`src/hdl/mrr_pkg.sv`:
```
// Shared types, codes and constants for the MIPS REL relocation patcher.
// No dependencies; imported by every module of the block.
`default_nettype none

package mrr_pkg;

    // Default depth of the HI16 pending stack
    localparam int STACK_DEPTH_DEF = 16;

    // Configuration register indexes
    localparam int CFG_IDX_W = 1;
    localparam logic [CFG_IDX_W-1:0] CFG_ADDR_ADJUST = 1'd0;
    localparam logic [CFG_IDX_W-1:0] CFG_SYM_COUNT   = 1'd1;

    // Relocation types
    localparam logic [7:0] RT_NONE = 8'd0;
    localparam logic [7:0] RT_32   = 8'd2;
    localparam logic [7:0] RT_26   = 8'd4;
    localparam logic [7:0] RT_HI16 = 8'd5;
    localparam logic [7:0] RT_LO16 = 8'd6;
    localparam logic [7:0] RT_PC16 = 8'd10;

    // Result status codes
    localparam logic [2:0] ST_OK       = 3'd0;
    localparam logic [2:0] ST_BAD_SYM  = 3'd1;
    localparam logic [2:0] ST_BAD_JUMP = 3'd2;
    localparam logic [2:0] ST_BAD_PAIR = 3'd3;
    localparam logic [2:0] ST_PC16_RNG = 3'd4;
    localparam logic [2:0] ST_BAD_TYPE = 3'd5;

    // Special section indexes
    localparam logic [15:0] SECT_UNDEFINED = 16'h0000;
    localparam logic [15:0] SECT_COMMON    = 16'hfff2;

    // Jump target is taken relative to the delay slot
    localparam logic [31:0] JUMP_STEP = 32'd4;

    // One slot of the HI16 stack
    typedef struct packed {
        logic        valid;
        logic [31:0] loc;
        logic [31:0] val;
        logic [31:0] word;
    } t_slot;

    // Stack operation applied to every cell in the same cycle
    typedef struct packed {
        logic clear;
        logic push;
        logic pop;
    } t_stack_op;

    // Entry held in the result stage
    typedef struct packed {
        logic        sym_bad;
        logic [7:0]  rtype;
        logic        over;
        logic        pair;
        logic        mismatch;
        logic [31:0] p;
        logic [31:0] w;
        logic [31:0] v;
        logic [31:0] vl;
        logic [3:0]  jt_region;
        logic [31:0] d;
        logic [31:0] hi_loc;
        logic [31:0] hi_word;
    } t_item;

    // One result as presented on the output channel
    typedef struct packed {
        logic        wv;
        logic [31:0] addr;
        logic [31:0] data;
        logic [2:0]  status;
        logic        last;
    } t_result;

endpackage

`default_nettype wire

```
`src/hdl/mrr_stack_cell.sv`:
```
// One cell of the HI16 shift stack: holds a slot, shifts on push and pop.
// Depends on mrr_pkg (t_slot, t_stack_op).
`default_nettype none

module mrr_stack_cell
    import mrr_pkg::*;
(
    input  wire            i_clk,
    input  wire            i_rst_n,
    input  wire t_stack_op i_op,
    input  wire t_slot     i_above,
    input  wire t_slot     i_below,
    output t_slot          o_slot
);

    t_slot r_slot;
    t_slot n_slot;

    // Push takes the neighbor above, pop the one below, clear drops the entry
    always_comb begin
        n_slot = r_slot;
        if (i_op.push) begin
            n_slot = i_above;
        end else if (i_op.pop) begin
            n_slot = i_below;
        end else if (i_op.clear) begin
            n_slot.valid = 1'b0;
        end
    end

    // Only the valid bit is reset; payload follows it
    always_ff @(posedge i_clk) begin
        if (!i_rst_n) begin
            r_slot.valid <= 1'b0;
        end else begin
            r_slot.valid <= n_slot.valid;
        end
        r_slot.loc  <= n_slot.loc;
        r_slot.val  <= n_slot.val;
        r_slot.word <= n_slot.word;
    end

    assign o_slot = r_slot;

endmodule

`default_nettype wire

```
`src/hdl/mrr_result.sv`:
```
// Result formatter: turns a staged entry into the result of the current phase.
// Depends on mrr_pkg (t_item, t_result, type and status codes).
`default_nettype none

module mrr_result
    import mrr_pkg::*;
(
    input  wire t_item i_item,
    input  wire        i_phase,
    output t_result    o_res,
    output logic       o_two
);

    logic [31:0] w_jsum;
    logic [15:0] w_hi;
    logic [31:0] w_sh;
    logic [31:0] w_rel;
    logic        w_fit;

    // Arithmetic for the individual types
    assign w_jsum = i_item.w + {2'b00, i_item.v[31:2]};
    assign w_hi   = i_item.hi_word[15:0] + i_item.vl[31:16] + {15'd0, i_item.vl[15]};
    assign w_sh   = {{2{i_item.d[31]}}, i_item.d[31:2]};
    assign w_rel  = w_sh - 32'd1;
    assign w_fit  = (&w_rel[31:15]) | ~(|w_rel[31:15]);

    // A paired LO16 gives the HI16 write first, then its own
    assign o_two = !i_item.sym_bad && (i_item.rtype == RT_LO16) && i_item.pair;

    always_comb begin
        o_res = '{wv: 1'b0, addr: 32'd0, data: 32'd0, status: ST_OK, last: 1'b1};
        if (i_item.sym_bad) begin
            o_res.status = ST_BAD_SYM;
        end else begin
            case (i_item.rtype)
                RT_NONE: begin
                    o_res.status = ST_OK;
                end
                RT_32: begin
                    o_res.wv   = 1'b1;
                    o_res.addr = i_item.p;
                    o_res.data = i_item.w + i_item.v;
                end
                RT_26: begin
                    if ((i_item.v[1:0] != 2'b00) || (i_item.v[31:28] != i_item.jt_region)) begin
                        o_res.status = ST_BAD_JUMP;
                    end else begin
                        o_res.wv   = 1'b1;
                        o_res.addr = i_item.p;
                        o_res.data = {i_item.w[31:26], w_jsum[25:0]};
                    end
                end
                RT_HI16: begin
                    o_res.status = i_item.over ? ST_BAD_PAIR : ST_OK;
                end
                RT_LO16: begin
                    if (i_item.mismatch) begin
                        o_res.status = ST_BAD_PAIR;
                    end else if (i_item.pair && !i_phase) begin
                        o_res.wv   = 1'b1;
                        o_res.addr = i_item.hi_loc;
                        o_res.data = {i_item.hi_word[31:16], w_hi};
                        o_res.last = 1'b0;
                    end else begin
                        o_res.wv   = 1'b1;
                        o_res.addr = i_item.p;
                        o_res.data = {i_item.w[31:16], i_item.vl[15:0]};
                    end
                end
                RT_PC16: begin
                    if (!w_fit) begin
                        o_res.status = ST_PC16_RNG;
                    end else begin
                        o_res.wv   = 1'b1;
                        o_res.addr = i_item.p;
                        o_res.data = {i_item.w[31:16], w_rel[15:0]};
                    end
                end
                default: begin
                    o_res.status = ST_BAD_TYPE;
                end
            endcase
        end
    end

endmodule

`default_nettype wire

```
`src/hdl/mips_rel_relocation_patch.sv`:
```
// Top level of the MIPS ELF32 REL relocation patcher.
// Depends on mrr_pkg, mrr_stack_cell and mrr_result.
//
//  channel  | valid          | ready          | payload
//  ---------+----------------+----------------+---------------------------------------
//  entry in | i_in_valid     | o_in_ready     | section_start .. target_word
//  write out| o_out_valid    | i_out_ready    | write_valid, address, data, status, last
//  config   | i_cfg_we       | (none)         | i_cfg_index, i_cfg_data
//
// An entry passes an input stage (symbol sum and checks), then a stage that does
// the stack push or pop and the address sums, then the output register. One
// entry per cycle is taken while the output is not stalled; a LO16 that pairs
// with a pending HI16 holds the result stage until both its output words are
// loaded, the HI16 word first.
// Reset clears the stack valid bits directly, no clearing pass. A stalled
// output backs up through the stages to o_in_ready.
`default_nettype none

module mips_rel_relocation_patch
    import mrr_pkg::*;
#(
    parameter int STACK_DEPTH = STACK_DEPTH_DEF
) (
    input  wire                 i_clk,
    input  wire                 i_rst_n,
    // configuration
    input  wire                 i_cfg_we,
    input  wire [CFG_IDX_W-1:0] i_cfg_index,
    input  wire [31:0]          i_cfg_data,
    // entry request
    input  wire                 i_in_valid,
    output logic                o_in_ready,
    input  wire                 i_section_start,
    input  wire [7:0]           i_reloc_type,
    input  wire [23:0]          i_symbol_index,
    input  wire [15:0]          i_symbol_section,
    input  wire [31:0]          i_section_base,
    input  wire [31:0]          i_symbol_offset,
    input  wire [31:0]          i_target_address,
    input  wire [31:0]          i_target_word,
    // write request
    output logic                o_out_valid,
    input  wire                 i_out_ready,
    output logic                o_write_valid,
    output logic [31:0]         o_write_address,
    output logic [31:0]         o_write_data,
    output logic [2:0]          o_status,
    output logic                o_last
);

    // Configuration registers
    logic [31:0] r_adjust;
    logic [15:0] r_sym_count;

    always_ff @(posedge i_clk) begin
        if (!i_rst_n) begin
            r_adjust    <= 32'd0;
            r_sym_count <= 16'd0;
        end else if (i_cfg_we) begin
            if (i_cfg_index == CFG_ADDR_ADJUST) begin
                r_adjust <= i_cfg_data;
            end else if (i_cfg_index == CFG_SYM_COUNT) begin
                r_sym_count <= i_cfg_data[15:0];
            end
        end
    end

    // Handshake between stages
    logic r_a_valid;
    logic r_b_valid;
    logic r_b_phase;
    logic r_o_valid;
    logic w_in_acc;
    logic w_a_move;
    logic w_b_ready;
    logic w_b_done;
    logic w_o_load;
    logic w_two;

    assign w_o_load   = r_b_valid && (!r_o_valid || i_out_ready);
    assign w_b_done   = w_o_load && (!w_two || r_b_phase);
    assign w_b_ready  = !r_b_valid || w_b_done;
    assign w_a_move   = r_a_valid && w_b_ready;
    assign o_in_ready = !r_a_valid || w_b_ready;
    assign w_in_acc   = i_in_valid && o_in_ready;

    // Input stage: symbol sum and symbol checks
    logic        r_a_start;
    logic [7:0]  r_a_type;
    logic        r_a_bad;
    logic [31:0] r_a_s;
    logic [31:0] r_a_p;
    logic [31:0] r_a_w;
    logic        w_in_bad;

    assign w_in_bad = (i_symbol_index >= {8'd0, r_sym_count})
                    || (i_symbol_section == SECT_UNDEFINED)
                    || (i_symbol_section == SECT_COMMON);

    always_ff @(posedge i_clk) begin
        if (!i_rst_n) begin
            r_a_valid <= 1'b0;
        end else if (w_in_acc) begin
            r_a_valid <= 1'b1;
        end else if (w_a_move) begin
            r_a_valid <= 1'b0;
        end
        if (w_in_acc) begin
            r_a_start <= i_section_start;
            r_a_type  <= i_reloc_type;
            r_a_bad   <= w_in_bad;
            r_a_s     <= i_section_base + i_symbol_offset;
            r_a_p     <= i_target_address;
            r_a_w     <= i_target_word;
        end
    end

    // HI16 stack: a row of cells, top at cell 0
    t_slot     w_slot [STACK_DEPTH];
    t_slot     w_above[STACK_DEPTH];
    t_slot     w_below[STACK_DEPTH];
    t_slot     w_new;
    t_stack_op w_op;
    logic      w_top_valid;
    logic      w_full;
    logic      w_is_hi;
    logic      w_is_lo;

    // A section start empties the stack before the entry is handled
    assign w_top_valid = w_slot[0].valid && !r_a_start;
    assign w_full      = w_slot[STACK_DEPTH-1].valid && !r_a_start;
    assign w_is_hi     = !r_a_bad && (r_a_type == RT_HI16);
    assign w_is_lo     = !r_a_bad && (r_a_type == RT_LO16);

    assign w_op.clear = w_a_move && r_a_start;
    assign w_op.push  = w_a_move && w_is_hi && !w_full;
    assign w_op.pop   = w_a_move && w_is_lo && w_top_valid;

    assign w_new = '{valid: 1'b1, loc: r_a_p, val: r_a_s, word: r_a_w};

    genvar g;
    generate
        for (g = 0; g < STACK_DEPTH; g++) begin : g_cell
            // Neighbors shifted in are dropped when the stack is cleared
            if (g == 0) begin : g_top
                assign w_above[g] = w_new;
            end else begin : g_mid
                assign w_above[g] = '{valid: w_slot[g-1].valid && !w_op.clear,
                                      loc:   w_slot[g-1].loc,
                                      val:   w_slot[g-1].val,
                                      word:  w_slot[g-1].word};
            end
            if (g == STACK_DEPTH - 1) begin : g_end
                assign w_below[g] = '{valid: 1'b0, loc: 32'd0, val: 32'd0, word: 32'd0};
            end else begin : g_inner
                assign w_below[g] = w_slot[g+1];
            end

            mrr_stack_cell u_cell (
                .i_clk   (i_clk),
                .i_rst_n (i_rst_n),
                .i_op    (w_op),
                .i_above (w_above[g]),
                .i_below (w_below[g]),
                .o_slot  (w_slot[g])
            );
        end
    endgenerate

    // Result stage: address sums and the popped HI16 entry
    t_item       r_b;
    logic [31:0] w_lo;
    logic        w_match;

    assign w_lo    = {{16{r_a_w[15]}}, r_a_w[15:0]};
    assign w_match = (w_slot[0].val == r_a_s);

    always_ff @(posedge i_clk) begin
        if (!i_rst_n) begin
            r_b_valid <= 1'b0;
            r_b_phase <= 1'b0;
        end else begin
            if (w_a_move) begin
                r_b_valid <= 1'b1;
            end else if (w_b_done) begin
                r_b_valid <= 1'b0;
            end
            if (w_b_done) begin
                r_b_phase <= 1'b0;
            end else if (w_o_load) begin
                r_b_phase <= 1'b1;
            end
        end
        if (w_a_move) begin
            r_b.sym_bad   <= r_a_bad;
            r_b.rtype     <= r_a_type;
            r_b.over      <= w_full;
            r_b.pair      <= w_top_valid && w_match;
            r_b.mismatch  <= w_is_lo && w_top_valid && !w_match;
            r_b.p         <= r_a_p;
            r_b.w         <= r_a_w;
            r_b.v         <= r_a_s + r_adjust;
            r_b.vl        <= r_a_s + r_adjust + w_lo;
            r_b.jt_region <= 4'((r_a_p + r_adjust + JUMP_STEP) >> 28);
            r_b.d         <= r_a_s - r_a_p;
            r_b.hi_loc    <= w_slot[0].loc;
            r_b.hi_word   <= w_slot[0].word;
        end
    end

    // Result formatting
    t_result w_res;

    mrr_result u_result (
        .i_item  (r_b),
        .i_phase (r_b_phase),
        .o_res   (w_res),
        .o_two   (w_two)
    );

    // Output register
    t_result r_o;

    always_ff @(posedge i_clk) begin
        if (!i_rst_n) begin
            r_o_valid <= 1'b0;
        end else if (w_o_load) begin
            r_o_valid <= 1'b1;
        end else if (i_out_ready) begin
            r_o_valid <= 1'b0;
        end
        if (w_o_load) begin
            r_o <= w_res;
        end
    end

    assign o_out_valid     = r_o_valid;
    assign o_write_valid   = r_o.wv;
    assign o_write_address = r_o.addr;
    assign o_write_data    = r_o.data;
    assign o_status        = r_o.status;
    assign o_last          = r_o.last;

endmodule

`default_nettype wire

```
`config.mk`:
```
export PLATFORM = sky130hd
export DESIGN_NAME = mips_rel_relocation_patch
export DESIGN_NICKNAME = d
export VERILOG_FILES = /design/src/hdl/mrr_pkg.sv /design/src/hdl/mrr_stack_cell.sv /design/src/hdl/mrr_result.sv /design/src/hdl/mips_rel_relocation_patch.sv
export SDC_FILE = /design/constraint.sdc
export NUM_CORES = 2
export LEC_CHECK = 0
export BUFFER_PORTS_ARGS = -buffer_cell sky130_fd_sc_hd__buf_2
export CAP_MARGIN = 40
export CORE_MARGIN = 3
export CORE_UTILIZATION = 40
export DETAILED_ROUTE_END_ITERATION = 8
export PLACE_DENSITY = 0.54
export RECOVER_POWER = 50
export SYNTH_ARGS = -nofsm -noshare
export SYNTH_HDL_FRONTEND = slang
export SYNTH_SLANG_ARGS = --single-unit
```
`constraint.sdc`:
```
create_clock -name i_clk -period 237.3 [get_ports i_clk]
set_input_delay 11.865 -clock i_clk [delete_from_list [all_inputs] [get_ports i_clk]]
set_output_delay 11.865 -clock i_clk [all_outputs]
set_load 0.01 [all_outputs]
```
# Word level (Yosys, flattened, before mapping)
# Index checks and enable logic that the tools add are counted.
[classes] n_reduce_logical=67 bitwise_logic=5 n_shift=0 n_eq_ne=10 add_sub_neg=11 n_lt_le_gt_ge=1 div=0 n_mux=66 multipliers=0
[ops] cell="2-to-1 mux 97 bit" n=16
[ops] cell="2-to-1 mux 96 bit" n=16
[ops] cell="one-hot mux 65 bit (4 select lines)" n=1
[ops] cell="2-to-1 mux 65 bit" n=3
[ops] cell="adder 32 bit" n=5
[ops] cell="2-to-1 mux 64 bit" n=1
[ops] cell="equality test 8 x 3 -> 1 bit (second input constant)" n=5
[ops] cell="logical AND 1 bit" n=34
[ops] cell="adder 32 x 3 -> 32 bit (second input constant)" n=1
[ops] cell="equality test 32 bit" n=1
[ops] cell="subtractor 32 bit" n=1
[ops] cell="subtractor 30 x 2 -> 31 bit (second input constant)" n=1
[ops] cell="adder 26 bit" n=1
[ops] cell=">= comparator 24 x 16 -> 1 bit" n=1
[ops] cell="2-to-1 mux 1 bit" n=24
[ops] cell="AND reduction 17 bit" n=1
[ops] cell="OR reduction 17 bit" n=1
[ops] cell="adder 16 x 1 -> 16 bit" n=1
[ops] cell="adder 16 bit" n=1
[ops] cell="equality test 16 bit (second input constant)" n=1
[ops] cell="logical NOT 16 bit" n=1
[ops] cell="one-hot mux 3 bit (5 select lines)" n=1
[ops] cell="logical NOT 1 bit" n=11
[ops] cell="nonzero test 2 bit" n=5
[ops] cell="13 further kinds" n=26
[word_totals] mem_count=0 latch_bits=0 ff_bits=2019 out_inout_bits=71 mem_bits_ro=0 inputBits=215 ram_bits=0 wordCells=254

# Logic depth before layout (Yosys ltp)
[logic_depth] word_depth=12 depth_mapped=24 depth_no_buf=24

# By module
# A second synthesis with hierarchy kept.
[unflattened] hier_cells=5942 hier_area_um2=94692.1
[modules_own_cells] module="mrr_stack_cell" n_inst=16 cells_per_inst=210 area_per_inst_um2=4137.7 seq_area_each_um2=2902.8
[modules_own_cells] module="mips_rel_relocation_patch" n_inst=1 cells_per_inst=1758 area_per_inst_um2=22631.7 seq_area_each_um2=13503.0
[modules_own_cells] module="mrr_result" n_inst=1 cells_per_inst=824 area_per_inst_um2=5856.9 seq_area_each_um2=0.0

# Worst setup path before layout
# OpenSTA, ideal clock, no wires.
[synth_timing] path_kind="input-to-reg" from="in i_out_ready" to="reg g_cell[0].u_cell.r_slot, in the netlist g_cell[0].u_cell.o_slot[0] (enable)" path_buffers=0 arrival_ns=85.850 setup_ns=3.970 required_ns=233.330 path_stages=4 setup_slack_ns=147.480 path_cell_list="nand2b_1 > a21oi_1 > nand2b_1 > a21oi_1"
[synth_between] elab_chain_cells=8 elab_cells_between_ends=10 cone_classes="reduce/logical (10)"
[synth_lines] item="from (decl)" line_no="mips_rel_relocation_patch.sv:43" rtl="input wire i_out_ready,"
[synth_lines] item="logical OR 1 bit *" line_no="mips_rel_relocation_patch.sv:80" rtl="assign w_o_load = r_b_valid && (!r_o_valid || i_out_ready);"
[synth_lines] item="logical AND 1 bit *" line_no="mips_rel_relocation_patch.sv:80"
[synth_lines] item="logical AND 1 bit *" line_no="mips_rel_relocation_patch.sv:81" rtl="assign w_b_done = w_o_load && (!w_two || r_b_phase);"
[synth_lines] item="logical OR 1 bit *" line_no="mips_rel_relocation_patch.sv:82" rtl="assign w_b_ready = !r_b_valid || w_b_done;"
[synth_lines] item="logical AND 1 bit *" line_no="mips_rel_relocation_patch.sv:83" rtl="assign w_a_move = r_a_valid && w_b_ready;"
[synth_lines] item="logical AND 1 bit (on tied branches) (2 in series)" line_no="mips_rel_relocation_patch.sv:137, mips_rel_relocation_patch.sv:136"
[synth_lines] item="nonzero test 2 bit (no source line) *"
[synth_lines] item="to (decl)" line_no="mrr_stack_cell.sv:16" rtl="t_slot r_slot;"
# Every way passes the cells marked *; elsewhere a longest branch is shown, timed or not.
# A chain may end at the register's enable or synchronous reset.

# Final worst setup path
[layout_timing] from="in i_out_ready" to="reg g_cell[10].u_cell.r_slot, in the netlist g_cell[10].u_cell.o_slot[21] (enable)"
[layout_between] elab_chain_cells=8 elab_cells_between_ends=10 cone_classes="reduce/logical (10)"
[layout_lines] item="logical OR 1 bit *" line_no="mips_rel_relocation_patch.sv:80"
[layout_lines] item="logical AND 1 bit *" line_no="mips_rel_relocation_patch.sv:80"
[layout_lines] item="logical AND 1 bit *" line_no="mips_rel_relocation_patch.sv:81"
[layout_lines] item="logical OR 1 bit *" line_no="mips_rel_relocation_patch.sv:82"
[layout_lines] item="logical AND 1 bit *" line_no="mips_rel_relocation_patch.sv:83"
[layout_lines] item="logical AND 1 bit (on tied branches) (2 in series)" line_no="mips_rel_relocation_patch.sv:137, mips_rel_relocation_patch.sv:136"
[layout_lines] item="nonzero test 2 bit (no source line) *"
[layout_lines] item="to (decl)" line_no="mrr_stack_cell.sv:16"
# Marks and branches as above.

==> results.rst <==
.. list-table::
   :header-rows: 1

   * - Metric
     - Value
   * - Outcome
     - complete, but fails checks
   * - Failing checks
     - max-capacitance violations, max-slew violations
   * - Depth of the worst register-to-register path
     - 15
   * - Max Buffers Root-to-Sink
     - 3
   * - Fraction of registers with async set or reset after synthesis
     - 0%
   * - Most repeated library cell on the critical path
     - buf_4
   * - Via count of the first global-routing pass
     - approximately 60,000
   * - Tightest slew margin relative to the limit
     - -546%
   * - Antenna violations before repair
     - 24
   * - Layout fillers
     - about 21,000
   * - Areal power density over the cells
     - 7.55 mW/mm2
   * - Total overflow reported by the global router
     - 0
   * - Synth Warn #
     - 0
   * - Share of layout cells above drive strength 1
     - under 10%
   * - Most frequent standard cell in the layout excluding fill and tap cells
     - nand2_1
   * - Seq. cell area
     - between 0.05 and 0.06 mm2
   * - Die Y-Extent
     - 486 um
   * - Static Leak
     - around 42 nW
   * - Min-Delay Path Depth
     - 0
   * - Post-detailed-route DRC marker count
     - 0
   * - Combinational fraction of design power
     - under 10%
   * - Count of state elements after synthesis
     - 2,017
   * - Multi-input logic area
     - 0.0303 mm2
   * - Category of the worst setup path capture point
     - flop
   * - Final hold violations
     - 0
   * - Average cell area after synthesis
     - between 10 and 15 um2
   * - Total core area
     - 0.228 mm2
   * - Buffers inserted during post-CTS setup optimization
     - 0
   * - First-pass detailed-route iteration total
     - 6
   * - Number of top-level pins
     - 286
   * - Delay of the slowest critical-path stage
     - 6340 ps
   * - Class of the most critical hold timing path
     - reg2reg
   * - Worst vdd rail ir drop
     - about 0.0077 mV
   * - Placer Congestion
     - just over 0.9
   * - Clk slew on worst S/H paths
     - 60 ps
   * - Internal power consumption
     - roughly 0.6 mW
   * - Final Net Count
     - 9,476
   * - Placement Rows
     - around 180
   * - Number of levels the H-tree was split into
     - 4
   * - Buffers & Inverters on Critical Path
     - 10
   * - Leading cell types in the layout, fill and taps excluded
     - nand2_1 (4,475), edfxtp_1 (1,949), ha_1 (270), clkbuf_16 (219), buf_2 (197)
   * - Total of max-cap violations
     - 32
   * - Post-layout min period
     - roughly 28,000 ps
   * - Post-synthesis instance total
     - approximately 8,800
   * - Iter 0 DRT Violations
     - between 6,000 and 7,000
   * - Area growth syn-to-layout
     - 12.4%
   * - Power, Total
     - roughly 0.78 mW
   * - Global-route wire length before repair
     - about 360,000 um
   * - Count of buffers from port buffering
     - around 290
   * - Number of synthesized flops with an enable pin
     - slightly below 2,000
   * - Count of distinct cell types in the synthesized netlist
     - 84
   * - Routed vias
     - ~62,000
   * - Worst slew pin tran
     - around 9700 ps
   * - Final WL
     - roughly 230,000 um
   * - Final setup violation count
     - 0
   * - Cell-by-cell listing of the critical path
     - buf_2 > nand2b_1 > a21oi_1 > nand2b_1 > a21oi_4 > clkbuf_1 > clkbuf_1 > clkbuf_1 > buf_4 > buf_4 > buf_4 > buf_4 > buf_16 > buf_4
   * - Average routed wire per standard cell
     - between 15 and 20 um
   * - Net switching share of the total power
     - roughly a quarter
   * - Number of buffers created by CTS
     - about 220
   * - Fmax
     - around 0.035 GHz
   * - Post-synthesis instance area
     - a little over 0.09 mm2
   * - Critical Setup Path Class
     - in2reg
   * - Detailed Place HPWL
     - approximately 160,000 um
   * - Worst-case clock skew
     - around 57 ps
   * - Startpoint kind of the worst setup timing path
     - input port
   * - Max FO, Critical Path
     - 171
   * - Final hold slack
     - 420 ps
   * - Data arrival at the endpoint of the critical path
     - approximately 29,000 ps
   * - FF-to-FF setup slack
     - roughly 220,000 ps
   * - Max Slew Vio Count
     - between 1,500 and 2,000
   * - Period Utilization, post-route
     - a little under an eighth
   * - Seq/Total Area, Yosys
     - approximately 65%
   * - Cell with the largest stage delay on the worst path
     - clkbuf_1
   * - Gate family responsible for the most delay along the worst path
     - buffers and inverters
   * - Global-route usage over all layers
     - 19.2%
   * - Depth of the critical timing path with buffers and inverters included
     - 14
   * - Avg Vias per Cell
     - between 5 and 6
   * - TNS Setup
     - 0 ps
   * - Reg power frac
     - around half
   * - Number of gates given a new drive strength after cts
     - 0
   * - Clock tree from TritonCTS
     - done
   * - Post-synth net total
     - ~9,300
   * - Total Die Area
     - ~0.24 mm2
   * - Required time at the endpoint of the critical path
     - 237,790 ps
   * - Clock insertion delay at the later pin of the skew report
     - 870 ps
   * - Sink count of the clock tree
     - around 2,000
   * - CTS Hold Bufs
     - 0
   * - Library cell used as clock root buffer
     - clkbuf_16
   * - Dominant synthesized flop cell
     - edfxtp_1
   * - DIE WIDTH
     - 486 um
   * - Maximum number of pins on one net before global-route repair
     - roughly 240
   * - Initial standard-cell utilization of the core
     - approximately two fifths
   * - Antenna Nets Post-Route
     - 0
   * - Relative contribution of the clock network to total power
     - between 40 and 50%
   * - Net switching component of the power
     - between 0.15 and 0.2 mW
   * - Unrepaired setup endpoints after global routing
     - no
## worst register-to-register path, stage by stage (launching register included)
cell,delay [ps]
edfxtp_1,420
nand2b_1,310
nor2_1,120
nand4_1,250
a21oi_1,170
nand2b_1,310
a21oi_4,170
clkbuf_1,2310
clkbuf_1,2420
clkbuf_1,6370
buf_4,1580
buf_4,830
buf_4,760
buf_4,560
buf_16,320
buf_4,780
## power by group through the flow
stage	clock network (mW)	logic [mW]	registers (mW)
after global routing	0.347	0.0626	0.402
after detailed placement	0	0.0566	0.409
after floorplan	0	0.0390	0.404
after CTS	0.333	0.0570	0.402
final	0.323	0.0566	0.402
after global placement	0	0.0558	0.410
## metal layers
layer	track usage [%]	routed length, um	up-vias
li1	-	-	30300
met1	28.9	111000	30200
met2	28.8	101000	1697
met5	0	13	-
met4	5.46	5710	2
met3	3.03	14600	275
## sequential cells by signal, summed over array words and instances (netlist names), 3 cells and up
signal,flops
g_cell.u_cell.o_slot,1552
o_status,3
o_write_address,32
o_write_data,32
r_a_p,32
r_a_s,32
r_a_type,8
r_a_w,32
r_adjust,32
r_b,238
r_sym_count,16
## layout make-up
type                    count  area share, %
diodes                     10         0.0242
clock buffers             270           5.49
clock inverters           135           1.04
inverters                 106          0.389
multi-input cells        6241           29.2
flip-flops and latches   2017           57.9
well taps                3009           3.64
repair buffers            403           2.33
## metrics by stage
stage	utilization [%]	cells	worst slack [ps]	instance area [um2]
detailed placement	42.6	11800	212770	97300
CTS	45.6	12200	212770	104000
global route	45.4	12200	207630	104000
finish	45.4	12200	209130	104000
floorplan	-	8763	147480	92100
global placement	42.3	11700	212720	96500
## kinds of logic after synthesis
family	synth area share, %
flops	65.0
buf+inv	2.09
mux	0.0340
xor+xnor	2.11
fa+ha+maj	3.82
simple gates	21.6
compound gates	5.32
## path summary, 6_finish.rpt
path / from / to
max: i_out_ready / g_cell[10].u_cell.o_slot[21]$_DFFE_PP_
min: g_cell[0].u_cell.o_slot[26]$_DFFE_PP_ / r_b[26]$_DFFE_PP_
max reg2reg: r_b[231]$_DFFE_PP_ / g_cell[10].u_cell.o_slot[21]$_DFFE_PP_
min reg2reg: g_cell[0].u_cell.o_slot[26]$_DFFE_PP_ / r_b[26]$_DFFE_PP_
## synthesized netlist by cell type (68+ instances only)
cell	number	area, um2
xnor2_1	151	1320
dfxtp_1	68	1360
a21oi_1	174	871
clkbuf_1	394	1480
inv_1	105	394
ha_1	270	3380
a21o_1	87	653
and3_1	119	744
nand2_1	4475	16800
xor2_1	68	596
edfxtp_1	1949	58500
o21ai_0	127	636
nor2_1	129	484
(Power assumes the default switching activity.)
